**src/rtl/multi_agent_pid_velocity_controller_top_defines.svh**
```systemverilog
// Assertion macros for the velocity controller.
`ifndef MULTI_AGENT_PID_VELOCITY_CONTROLLER_TOP_DEFINES_SVH
`define MULTI_AGENT_PID_VELOCITY_CONTROLLER_TOP_DEFINES_SVH
`ifndef SYNTHESIS
`define MAPVC_ASSERT_IMP(lbl, ante, cons) \
  lbl: assert property (@(posedge clk) disable iff (rst) (ante) |-> (cons)) \
    else $error("mapvc assertion failed");
`define MAPVC_ASSERT_NXT(lbl, ante, cons) \
  lbl: assert property (@(posedge clk) disable iff (rst) (ante) |=> (cons)) \
    else $error("mapvc assertion failed");
`else
`define MAPVC_ASSERT_IMP(lbl, ante, cons)
`define MAPVC_ASSERT_NXT(lbl, ante, cons)
`endif
`endif

```
**src/rtl/mapvc_pkg.sv**
```systemverilog
package mapvc_pkg;

  localparam int CW = 37;
  localparam int ZW = 32;
  localparam int MW = 33;
  localparam int PW = 66;

  localparam logic signed [MW-1:0] KINV_Q30 = 33'sd652032874;
  localparam logic signed [ZW-1:0] PI_Q28 = 32'sd843314856;
  localparam logic signed [ZW-1:0] HALF_PI_Q28 = 32'sd421657428;
  localparam int READY_THRESH = 3277;

  localparam logic [2:0] REG_AGENT_COUNT = 3'd0;
  localparam logic [2:0] REG_GAIN_P = 3'd1;
  localparam logic [2:0] REG_GAIN_I = 3'd2;
  localparam logic [2:0] REG_GAIN_D = 3'd3;
  localparam logic [2:0] REG_SPEED_LIMIT = 3'd4;

  localparam logic ACT_GOAL = 1'b0;
  localparam logic ACT_POS = 1'b1;

  typedef struct packed {
    logic start;
    logic rotate;
  } cordic_ctl_t;

  typedef struct packed {
    logic busy;
    logic done;
  } cordic_sts_t;

  function automatic logic signed [ZW-1:0] atan_q28(input logic [4:0] k);
    logic signed [ZW-1:0] v;
    case (k)
      5'd0: v = 32'sd210828714;
      5'd1: v = 32'sd124459457;
      5'd2: v = 32'sd65760959;
      5'd3: v = 32'sd33381290;
      5'd4: v = 32'sd16755422;
      5'd5: v = 32'sd8385879;
      5'd6: v = 32'sd4193963;
      5'd7: v = 32'sd2097109;
      5'd8: v = 32'sd1048571;
      5'd9: v = 32'sd524287;
      5'd10: v = 32'sd262144;
      5'd11: v = 32'sd131072;
      5'd12: v = 32'sd65536;
      5'd13: v = 32'sd32768;
      5'd14: v = 32'sd16384;
      5'd15: v = 32'sd8192;
      5'd16: v = 32'sd4096;
      5'd17: v = 32'sd2048;
      5'd18: v = 32'sd1024;
      5'd19: v = 32'sd512;
      5'd20: v = 32'sd256;
      5'd21: v = 32'sd128;
      5'd22: v = 32'sd64;
      5'd23: v = 32'sd32;
      default: v = '0;
    endcase
    return v;
  endfunction

endpackage

```
**src/rtl/mapvc_mul.sv**
```systemverilog
module mapvc_mul (
  input  logic clk,
  input  logic signed [mapvc_pkg::MW-1:0] a,
  input  logic signed [mapvc_pkg::MW-1:0] b,
  output logic signed [mapvc_pkg::PW-1:0] p
);
  import mapvc_pkg::*;

  always_ff @(posedge clk) begin
    p <= a * b;
  end

endmodule

```
**config.mk**
```make
export PLATFORM = sky130hd
export DESIGN_NAME = mapvc_mul
export DESIGN_NICKNAME = d
export VERILOG_FILES = /design/src/rtl/multi_agent_pid_velocity_controller_top_defines.svh /design/src/rtl/mapvc_pkg.sv /design/src/rtl/mapvc_mul.sv
export SDC_FILE = /design/constraint.sdc
export NUM_CORES = 2
export LEC_CHECK = 0
export BUFFER_PORTS_ARGS = -buffer_cell sky130_fd_sc_hd__buf_2
export CORE_ASPECT_RATIO = 2
export CORE_MARGIN = 3
export CORE_UTILIZATION = 55
export CTS_CLUSTER_DIAMETER = 50
export DETAILED_ROUTE_END_ITERATION = 6
export GPL_ROUTABILITY_DRIVEN = 0
export PLACE_DENSITY = 0.72
export SLEW_MARGIN = 20
export SYNTH_ARGS = -nofsm -noshare
export SYNTH_HDL_FRONTEND = slang
export SYNTH_SLANG_ARGS = --single-unit
export TNS_END_PERCENT = 30
```
**constraint.sdc**
```tcl
create_clock -name clk -period 25 [get_ports clk]
set_input_delay 2.5 -clock clk [delete_from_list [all_inputs] [get_ports clk]]
set_output_delay 2.5 -clock clk [all_outputs]
set_load 0.01 [all_outputs]
```
==> impl_metrics.json <==
{
  "status": "finished clean",
  "final_hold_viol_count": 0,
  "ys_warn_count": 0,
  "critPathCaptureType": "register",
  "cts_sinks": 66,
  "cts_root_buffer": "clkbuf_16",
  "wl_per_cell_um": 24.0,
  "antenna_found_initial": 11,
  "syn_to_final_growth_pct": 3.42,
  "cp_common_cell": "fa_1",
  "coreArea_um2": 73000,
  "postCtsHoldBufs": 0,
  "slew_headroom_pct": 39.4,
  "routed_wl_um": 125000,
  "hp-class": "primary input to register",
  "start_kind": "primary input",
  "crit_type": "primary input to register",
  "max_stage_delay_ns": 0.85,
  "ys_ff_latch": 66,
  "critical_path_required_ns": 25.25,
  "whs_ns": 2.76,
  "cts_resized": 0,
  "final_cell_mix": "fa_1, inv_1, and2_1, nand2_1, ha_1",
  "worst_pin_slew_ns": 0.909,
  "cp.buffers_inverters": 6,
  "via_count": 29800,
  "rsz0062_at_grt": "false",
  "synthArstFlopShare_pct": 0,
  "syn_avg_cell_area_um2": 9.39,
  "syn_area_um2": 40700,
  "clk_pin_slew_ns": 0.06,
  "cts_buffers": 9,
  "reg_top3": "p: 66 flops",
  "cp_num_cells": 24,
  "layout_commonest_cell": "fa_1",
  "synth_edf_count": 0,
  "cp_max_fo": 33,
  "antenna_left": 0,
  "grt_max_degree": 34,
  "syn_nets": 5767,
  "ys_seq_area_share_pct": 3.24,
  "crit_arrival_ns": 10.49,
  "crit_path_top_delay_cell": "fa_1",
  "setup_viol": 0,
  "fp.dieW_um": 198,
  "cts_tree": "built",
  "grt_pass1_wl_um": 190000,
  "regMostFlops": "p",
  "initial_core_util_pct": 55.8,
  "layout_min_cycle_time_ns": 10.25,
  "max_freq_mhz": 97.6,
  "finalInstanceArea_um2": 42100,
  "track_usage_pct": 33.4,
  "io_buffers": 132,
  "yosysUniqueCellTypes": 80,
  "overflow": 0,
  "drcViolationCount": 0,
  "hpwl_um": 102000,
  "pin_count": 133,
  "vias_per_cell": 5.71,
  "crit_chain": "buf_2 -> nand2_1 -> fa_1 -> inv_1 -> fa_1 -> inv_1 -> fa_1 -> fa_1 -> inv_1 -> fa_1 -> fa_1 -> fa_1 -> inv_1 -> fa_1 -> inv_1 -> ha_1 -> nand3_1 -> nor2_1 -> nand2_1 -> nor3_1 -> o311ai_4 -> nand3_2 -> a211oi_1 -> a311oi_1",
  "rows": 140,
  "clk_path_buf_depth": 2,
  "grt_pass1_vias": 33700,
  "drtPass1Iterations": 6,
  "fin_setup_tns_ns": 0,
  "die-area_um2": 77600,
  "layout-drive-gt1-share_pct": 4.67,
  "maxCapViolCount": 0,
  "drv_slew": 0,
  "worstHoldPathCells": 2,
  "largest_reg_flops": 66,
  "critPathTopFamily": "adder cells",
  "die_h_um": 391,
  "dominantRegCellSynth": "dfxtp_1",
  "placedInstanceArea_um2": 41800,
  "drt_iter0_markers": 1975,
  "h-tree-depth": 3,
  "final_nets": 5703,
  "syn_inst": 4338,
  "period_share_pct": 41.0,
  "postCtsSetupRepairBufs": 0
}
-- metrics by stage --
stage	setup WS [ns]	cells	utilization (%)
final	14.75	5210	57.7
after global routing	14.30	5204	57.7
after CTS	14.75	5202	57.6
after detailed placement	14.44	5186	57.2
after global placement	14.47	5186	57.2
after floorplan	15.26	4338	-
-- logic make-up after synthesis --
group / count (synthesis) / synth area share (%)
DFF: 66 / 3.24
buffers and inverters: 1352 / 12.5
and+or+nand+nor: 1271 / 15.8
xor gates and xnor gates: 68 / 1.46
AOI/OAI and AO/OA: 219 / 4.07
adders and majority gates: 1362 / 62.9
-- cell usage after synthesis (3+ instances only) --
cell,n,area (µm²)
a211o_1,6,52.6
a211oi_1,7,52.6
a211oi_2,3,37.5
a21o_1,36,270
a21oi_1,57,285
a21oi_2,3,26.3
a31oi_1,8,50.1
and2_1,562,3520
and3_1,5,31.3
and4_1,5,43.8
buf_2,11,55.1
clkbuf_1,208,781
dfxtp_1,66,1320
fa_1,1145,22900
ha_1,217,2720
inv_1,1131,4250
nand2_1,551,2070
nand2b_1,12,75.1
nand3_1,25,125
nand4_1,11,68.8
nor2_1,68,255
nor2b_1,5,31.3
nor3_1,7,35.0
o211ai_1,4,30.0
o21a_1,6,45.0
o21ai_0,25,125
o21ai_1,6,30.0
o21bai_1,11,82.6
o31ai_4,3,63.8
or2_2,3,18.8
or3_1,3,18.8
xnor2_1,43,377
xor2_1,25,219
-- final cells by class --
cell class	count	area (µm²)
Clock buffer	9	225
Inverter	1131	4250
Clock inverter	7	77.6
Timing Repair Buffer	146	766
Antenna cell	8	20.0
Multi-Input combinational cell	2920	34300
Sequential cell	66	1320
Tap cell	923	1150
Fill cell	6359	30900
-- metal layers --
layer  global-route usage, %  part of all wire [%]
met4                    37.7                    16
met5                       0                 0.046
met2                    59.0                    52
met1                    29.5                    26
met3                    5.74                   5.8
-- final timing paths --
| path | startpoint | end | slack, ns |
|---|---|---|---|
| max | b[9] | p[64] | 14.75 |
| min | b[0] | p[0] | 2.76 |
Power is not shown: default switching activity piles up to over one toggle a cycle in this logic, so the estimate is an artifact.
