==> src/rtl/multi_agent_pid_velocity_controller_top_defines.svh <==
// Assertion macros for the velocity controller.
`ifndef MULTI_AGENT_PID_VELOCITY_CONTROLLER_TOP_DEFINES_SVH
`define MULTI_AGENT_PID_VELOCITY_CONTROLLER_TOP_DEFINES_SVH
`ifndef SYNTHESIS
`define MAPVC_ASSERT_IMP(lbl, ante, cons) \
  lbl: assert property (@(posedge clk) disable iff (rst) (ante) |-> (cons)) \
    else $error("mapvc assertion failed");
`define MAPVC_ASSERT_NXT(lbl, ante, cons) \
  lbl: assert property (@(posedge clk) disable iff (rst) (ante) |=> (cons)) \
    else $error("mapvc assertion failed");
`else
`define MAPVC_ASSERT_IMP(lbl, ante, cons)
`define MAPVC_ASSERT_NXT(lbl, ante, cons)
`endif
`endif

==> src/rtl/mapvc_pkg.sv <==
package mapvc_pkg;

  localparam int CW = 37;
  localparam int ZW = 32;
  localparam int MW = 33;
  localparam int PW = 66;

  localparam logic signed [MW-1:0] KINV_Q30 = 33'sd652032874;
  localparam logic signed [ZW-1:0] PI_Q28 = 32'sd843314856;
  localparam logic signed [ZW-1:0] HALF_PI_Q28 = 32'sd421657428;
  localparam int READY_THRESH = 3277;

  localparam logic [2:0] REG_AGENT_COUNT = 3'd0;
  localparam logic [2:0] REG_GAIN_P = 3'd1;
  localparam logic [2:0] REG_GAIN_I = 3'd2;
  localparam logic [2:0] REG_GAIN_D = 3'd3;
  localparam logic [2:0] REG_SPEED_LIMIT = 3'd4;

  localparam logic ACT_GOAL = 1'b0;
  localparam logic ACT_POS = 1'b1;

  typedef struct packed {
    logic start;
    logic rotate;
  } cordic_ctl_t;

  typedef struct packed {
    logic busy;
    logic done;
  } cordic_sts_t;

  function automatic logic signed [ZW-1:0] atan_q28(input logic [4:0] k);
    logic signed [ZW-1:0] v;
    case (k)
      5'd0: v = 32'sd210828714;
      5'd1: v = 32'sd124459457;
      5'd2: v = 32'sd65760959;
      5'd3: v = 32'sd33381290;
      5'd4: v = 32'sd16755422;
      5'd5: v = 32'sd8385879;
      5'd6: v = 32'sd4193963;
      5'd7: v = 32'sd2097109;
      5'd8: v = 32'sd1048571;
      5'd9: v = 32'sd524287;
      5'd10: v = 32'sd262144;
      5'd11: v = 32'sd131072;
      5'd12: v = 32'sd65536;
      5'd13: v = 32'sd32768;
      5'd14: v = 32'sd16384;
      5'd15: v = 32'sd8192;
      5'd16: v = 32'sd4096;
      5'd17: v = 32'sd2048;
      5'd18: v = 32'sd1024;
      5'd19: v = 32'sd512;
      5'd20: v = 32'sd256;
      5'd21: v = 32'sd128;
      5'd22: v = 32'sd64;
      5'd23: v = 32'sd32;
      default: v = '0;
    endcase
    return v;
  endfunction

endpackage

==> src/rtl/mapvc_cordic.sv <==
module mapvc_cordic #(
  parameter int ITERS = 16
) (
  input  logic clk,
  input  logic rst,
  input  mapvc_pkg::cordic_ctl_t ctl,
  input  logic signed [mapvc_pkg::CW-1:0] x_in,
  input  logic signed [mapvc_pkg::CW-1:0] y_in,
  input  logic signed [mapvc_pkg::ZW-1:0] z_in,
  output mapvc_pkg::cordic_sts_t sts,
  output logic signed [mapvc_pkg::CW-1:0] x,
  output logic signed [mapvc_pkg::CW-1:0] y,
  output logic signed [mapvc_pkg::ZW-1:0] z
);
  import mapvc_pkg::*;

  localparam int KW = $clog2(ITERS);

  logic busy;
  logic done;
  logic rotate;
  logic [KW-1:0] k;
  logic signed [CW-1:0] x_ld, y_ld, x_next, y_next, xs, ys;
  logic signed [ZW-1:0] z_ld, z_next, at;
  logic sel;

  always_comb begin
    x_ld = x_in;
    y_ld = y_in;
    z_ld = '0;
    if (!ctl.rotate) begin
      if (x_in < 0) begin
        x_ld = -x_in;
        y_ld = -y_in;
        z_ld = (y_in >= 0) ? PI_Q28 : -PI_Q28;
      end
    end else begin
      z_ld = z_in;
      if (z_in > HALF_PI_Q28) begin
        z_ld = z_in - PI_Q28;
        x_ld = -x_in;
      end else if (z_in < -HALF_PI_Q28) begin
        z_ld = z_in + PI_Q28;
        x_ld = -x_in;
      end
    end
  end

  always_comb begin
    xs = x >>> k;
    ys = y >>> k;
    at = atan_q28(5'(k));
    sel = rotate ? !z[ZW-1] : y[CW-1];
    if (sel) begin
      x_next = x - ys;
      y_next = y + xs;
      z_next = z - at;
    end else begin
      x_next = x + ys;
      y_next = y - xs;
      z_next = z + at;
    end
  end

  always_ff @(posedge clk) begin
    if (rst) begin
      busy <= 1'b0;
      done <= 1'b0;
      k <= '0;
    end else begin
      done <= 1'b0;
      if (ctl.start) begin
        busy <= 1'b1;
        k <= '0;
        rotate <= ctl.rotate;
        x <= x_ld;
        y <= y_ld;
        z <= z_ld;
      end else if (busy) begin
        x <= x_next;
        y <= y_next;
        z <= z_next;
        k <= k + KW'(1);
        if (k == KW'(ITERS - 1)) begin
          busy <= 1'b0;
          done <= 1'b1;
        end
      end
    end
  end

  assign sts.busy = busy;
  assign sts.done = done;

endmodule

==> config.mk <==
export PLATFORM = sky130hd
export DESIGN_NAME = mapvc_cordic
export DESIGN_NICKNAME = d
export VERILOG_FILES = /design/src/rtl/multi_agent_pid_velocity_controller_top_defines.svh /design/src/rtl/mapvc_pkg.sv /design/src/rtl/mapvc_cordic.sv
export SDC_FILE = /design/constraint.sdc
export NUM_CORES = 1
export LEC_CHECK = 0
export ABC_AREA = 1
export BUFFER_PORTS_ARGS = -buffer_cell sky130_fd_sc_hd__buf_2
export CORE_AREA = 2 2 222 267
export CTS_CLUSTER_DIAMETER = 50
export DETAILED_ROUTE_END_ITERATION = 10
export DIE_AREA = 0 0 224 269
export SYNTH_ARGS = -nofsm -noshare
export SYNTH_HDL_FRONTEND = slang
export SYNTH_SLANG_ARGS = --single-unit
==> constraint.sdc <==
create_clock -name clk -period 14.2 [get_ports clk]
set_input_delay 2.84 -clock clk [delete_from_list [all_inputs] [get_ports clk]]
set_output_delay 2.84 -clock clk [all_outputs]
set_load 0.05 [all_outputs]
==> key figures <==
Outcome
  – Status: complete, no violations

Final layout
  – Nets: 4286
  – Area Growth Syn to Fin: 9.00%
  – Final cell count without fillers: 4808
  – Share of post-route cells with drive strength above 1: 9.03%
  – # diodes: 0

Pwr
  – Clk pwr share: between 10% and 20%
  – Sw Ratio: between 50% and 60%
  – Reg power frac: 19.2%
  – Combinational fraction of design power: 67.7%
  – Leak: 11.7 nW
  – Power, Total: around 3.5 mW
  – Psw: around 2.0 mW
  – PwrDens: 141 nW/um^2
  – Int Pwr: 1.49 mW
  – Peak VDD IR: 0.0770 mV

CTS
  – Hold buffer count at CTS: 0
  – Htree depth: 4
  – Clk sink count: 140
  – Worst-path clk slew: ~0.080 ns
  – Post-CTS sizing: 0
  – Num CTS Buffers: 17
  – Clock root buffer: clkbuf_16
  – CTS tree: done
  – Post-CTS setup buffer count: 0
  – Skew-Pair Late Insertion Delay: 0.49 ns
  – Bufs on Longest Clock Path: 2

Global route
  – Global-route wire length before repair: ~150000 um
  – GRT Util Overall: 32.4%
  – Largest net degree at the start of global routing: 73
  – Antenna violations before repair: 0
  – Total gr overflow: 0
  – Vias in the first global route: 26908

Floorplanning
  – Number of I/O pins: roughly 220
  – DIE AREA: 60300 um^2
  – Die Height: ~270 um
  – Initial Utilization: between 30% and 40%
  – Row cnt: a little under 100
  – Die Wd: 224 um
  – Core Area: just under 60000 um^2

Timing
  – Final worst path period share: 43.9%
  – Max Freq: 160 MHz
  – Fin. Hold Viols: 0
  – Setup violations, final: 0
  – RSZ-0062 raised after global routing: false
  – Crit path time final: roughly 6.2 ns
  – Setup TNS: 0 ns
  – Slew Limit Fails: 0
  – Measured slew at the worst slew-check pin: 1.00 ns
  – Normalized max-slew margin: 32.7%
  – Layout Skew: 0.0174 ns

Yosys
  – Count of different cell masters after synthesis: 57
  – Top-count cell post-synth: nand2_1
  – Number of flops mapped to enable cells by yosys: 107
  – Sequential share of the synthesized area: 16.9%
  – Post-synth top area share: 17.2%
  – Cell taking the most area after synthesis: nand2_1
  – Synthesized net count: between 4000 and 5000
  – Yosys warnings: 0
  – Area contributors post-synth: nand2_1, edfxtp_1, nand3_1
  – Ys flop type: edfxtp_1
  – Fraction of registers with async set or reset after synthesis: 0%
  – Avg Synthesized Cell Area: 5.80 um^2
  – Synthesized area: approximately 23000 um^2
  – Synth top cells by count: nand2_1, nand3_1, inv_1
  – Cells after synthesis: 3944
  – Flops & latches, synth: 140

Route
  – DR vias/cell: roughly 5.7
  – Vias: approximately 28000
  – 1st-iter DRT viols: 2251
  – Drt first pass iters: 6
  – WL/cell: 20.6 um
  – DRT Wirelength: 99000 um
  – # DRC: 0
  – Post-route ant nets: 0

Run
  – Max_cap viols: 0

Place
  – Placer Congestion: 1.01
  – PortBufs: 217
  – DP Wirelength: just over 80000 um
  – Placed Cells: ~4800

Min path
  – HP Class: reg -> reg

Setup path
  – WP data arrival: roughly 6.4 ns
  – Crit-path max FO: 70
  – CP Class: reg -> reg
  – Most frequent CP cell: nand2_1
  – CP Buf/Inv Count: 1
  – CP max stage delay: 0.74 ns
  – Nature of the critical path endpoint: flop
  – Worst Setup Start Kind: flop
  – Required time worst endpoint: ~14 ns
  – Crit-path leading delay family: simple AND/OR/NAND/NOR gates
  – CP max-delay cell: dfxtp_2
-- power by group through the flow --
stage	clock network, mW	registers [mW]	logic, mW
global placement	0	0.679	2.34
global route	0.480	0.674	2.60
CTS	0.470	0.670	2.34
finish	0.459	0.674	2.37
floorplan	0	0.782	1.50
detailed placement	0	0.678	2.33
-- routing by layer --
metal / up-vias / global-route usage, % / wire, um
met2: 1040 / 59.8 / 49700
li1: 13520 / - / -
met1: 12699 / 33.2 / 35900
met4: 0 / 25.5 / 8430
met3: 360 / 4.04 / 5000
met5: - / 0 / 0
-- through the flow --
step	hold WS, ns	area (um^2)	setup slack [ns]	util [%]
6_report	0.621	24900	7.97	43.0
4_1_cts	0.621	24900	8.13	43.0
2_1_floorplan	0.519	22900	5.06	-
3_3_place_gp	0.604	24300	7.66	42.1
3_5_place_dp	0.609	24300	7.60	42.1
5_1_grt	0.647	24900	7.72	43.0
-- cell families after synthesis --
kind of cell | count (synthesis) | share of synthesized area, %
simple gates | 2211 | 41.9
fa+ha+maj | 123 | 6.83
flops | 140 | 16.9
xor+xnor | 159 | 6.09
compound gates | 738 | 18.1
buf+inv | 573 | 10.1
-- final cells by class --
cell class / count / area (um^2)
inverters: 427 / 1610
clock inverters: 14 / 121
clock buffers: 18 / 450
repair buffers: 236 / 1230
fillers: 6552 / 33000
multi-input cells: 3231 / 16700
flip-flops and latches: 140 / 3880
well taps: 742 / 928
-- sequential cells by signal, indices dropped and copies added, names as in the netlist --
register and flops:
x 37, k 4, busy 1, y 37, rotate 1, at 27, done 1, z 32
-- cell usage in the layout, fill, tap and decap left out, types with 29 or more instances in the layout --
cell type	instances
xnor2_1	42
o21ai_0	271
o211ai_1	41
xor2_1	117
ha_1	120
nor2_1	407
a31oi_1	44
a21oi_1	248
nor4_1	30
dfxtp_1	29
nand3_1	512
nand4_1	49
nor3_1	69
edfxtp_1	107
buf_2	216
nand2_1	1046
inv_1	409
-- worst paths after layout --
| path | from | to | slack (ns) | cells after the start |
|---|---|---|---|---|
| hold / removal | busy | k[0] | 0.62 | 2 |
| setup / recovery | k[0] | x[24] | 7.97 | 25 |
| setup reg to reg | k[0] | x[24] | 7.97 | 25 |
| hold reg to reg | busy | k[0] | 0.62 | 2 |
-- tightest hold or removal path: stages, from the launching register on --
cell     delay (ns)
dfxtp_1        0.37
nor2_1         0.14
nor3_1         0.07
Power figures use the tool's default switching activity.
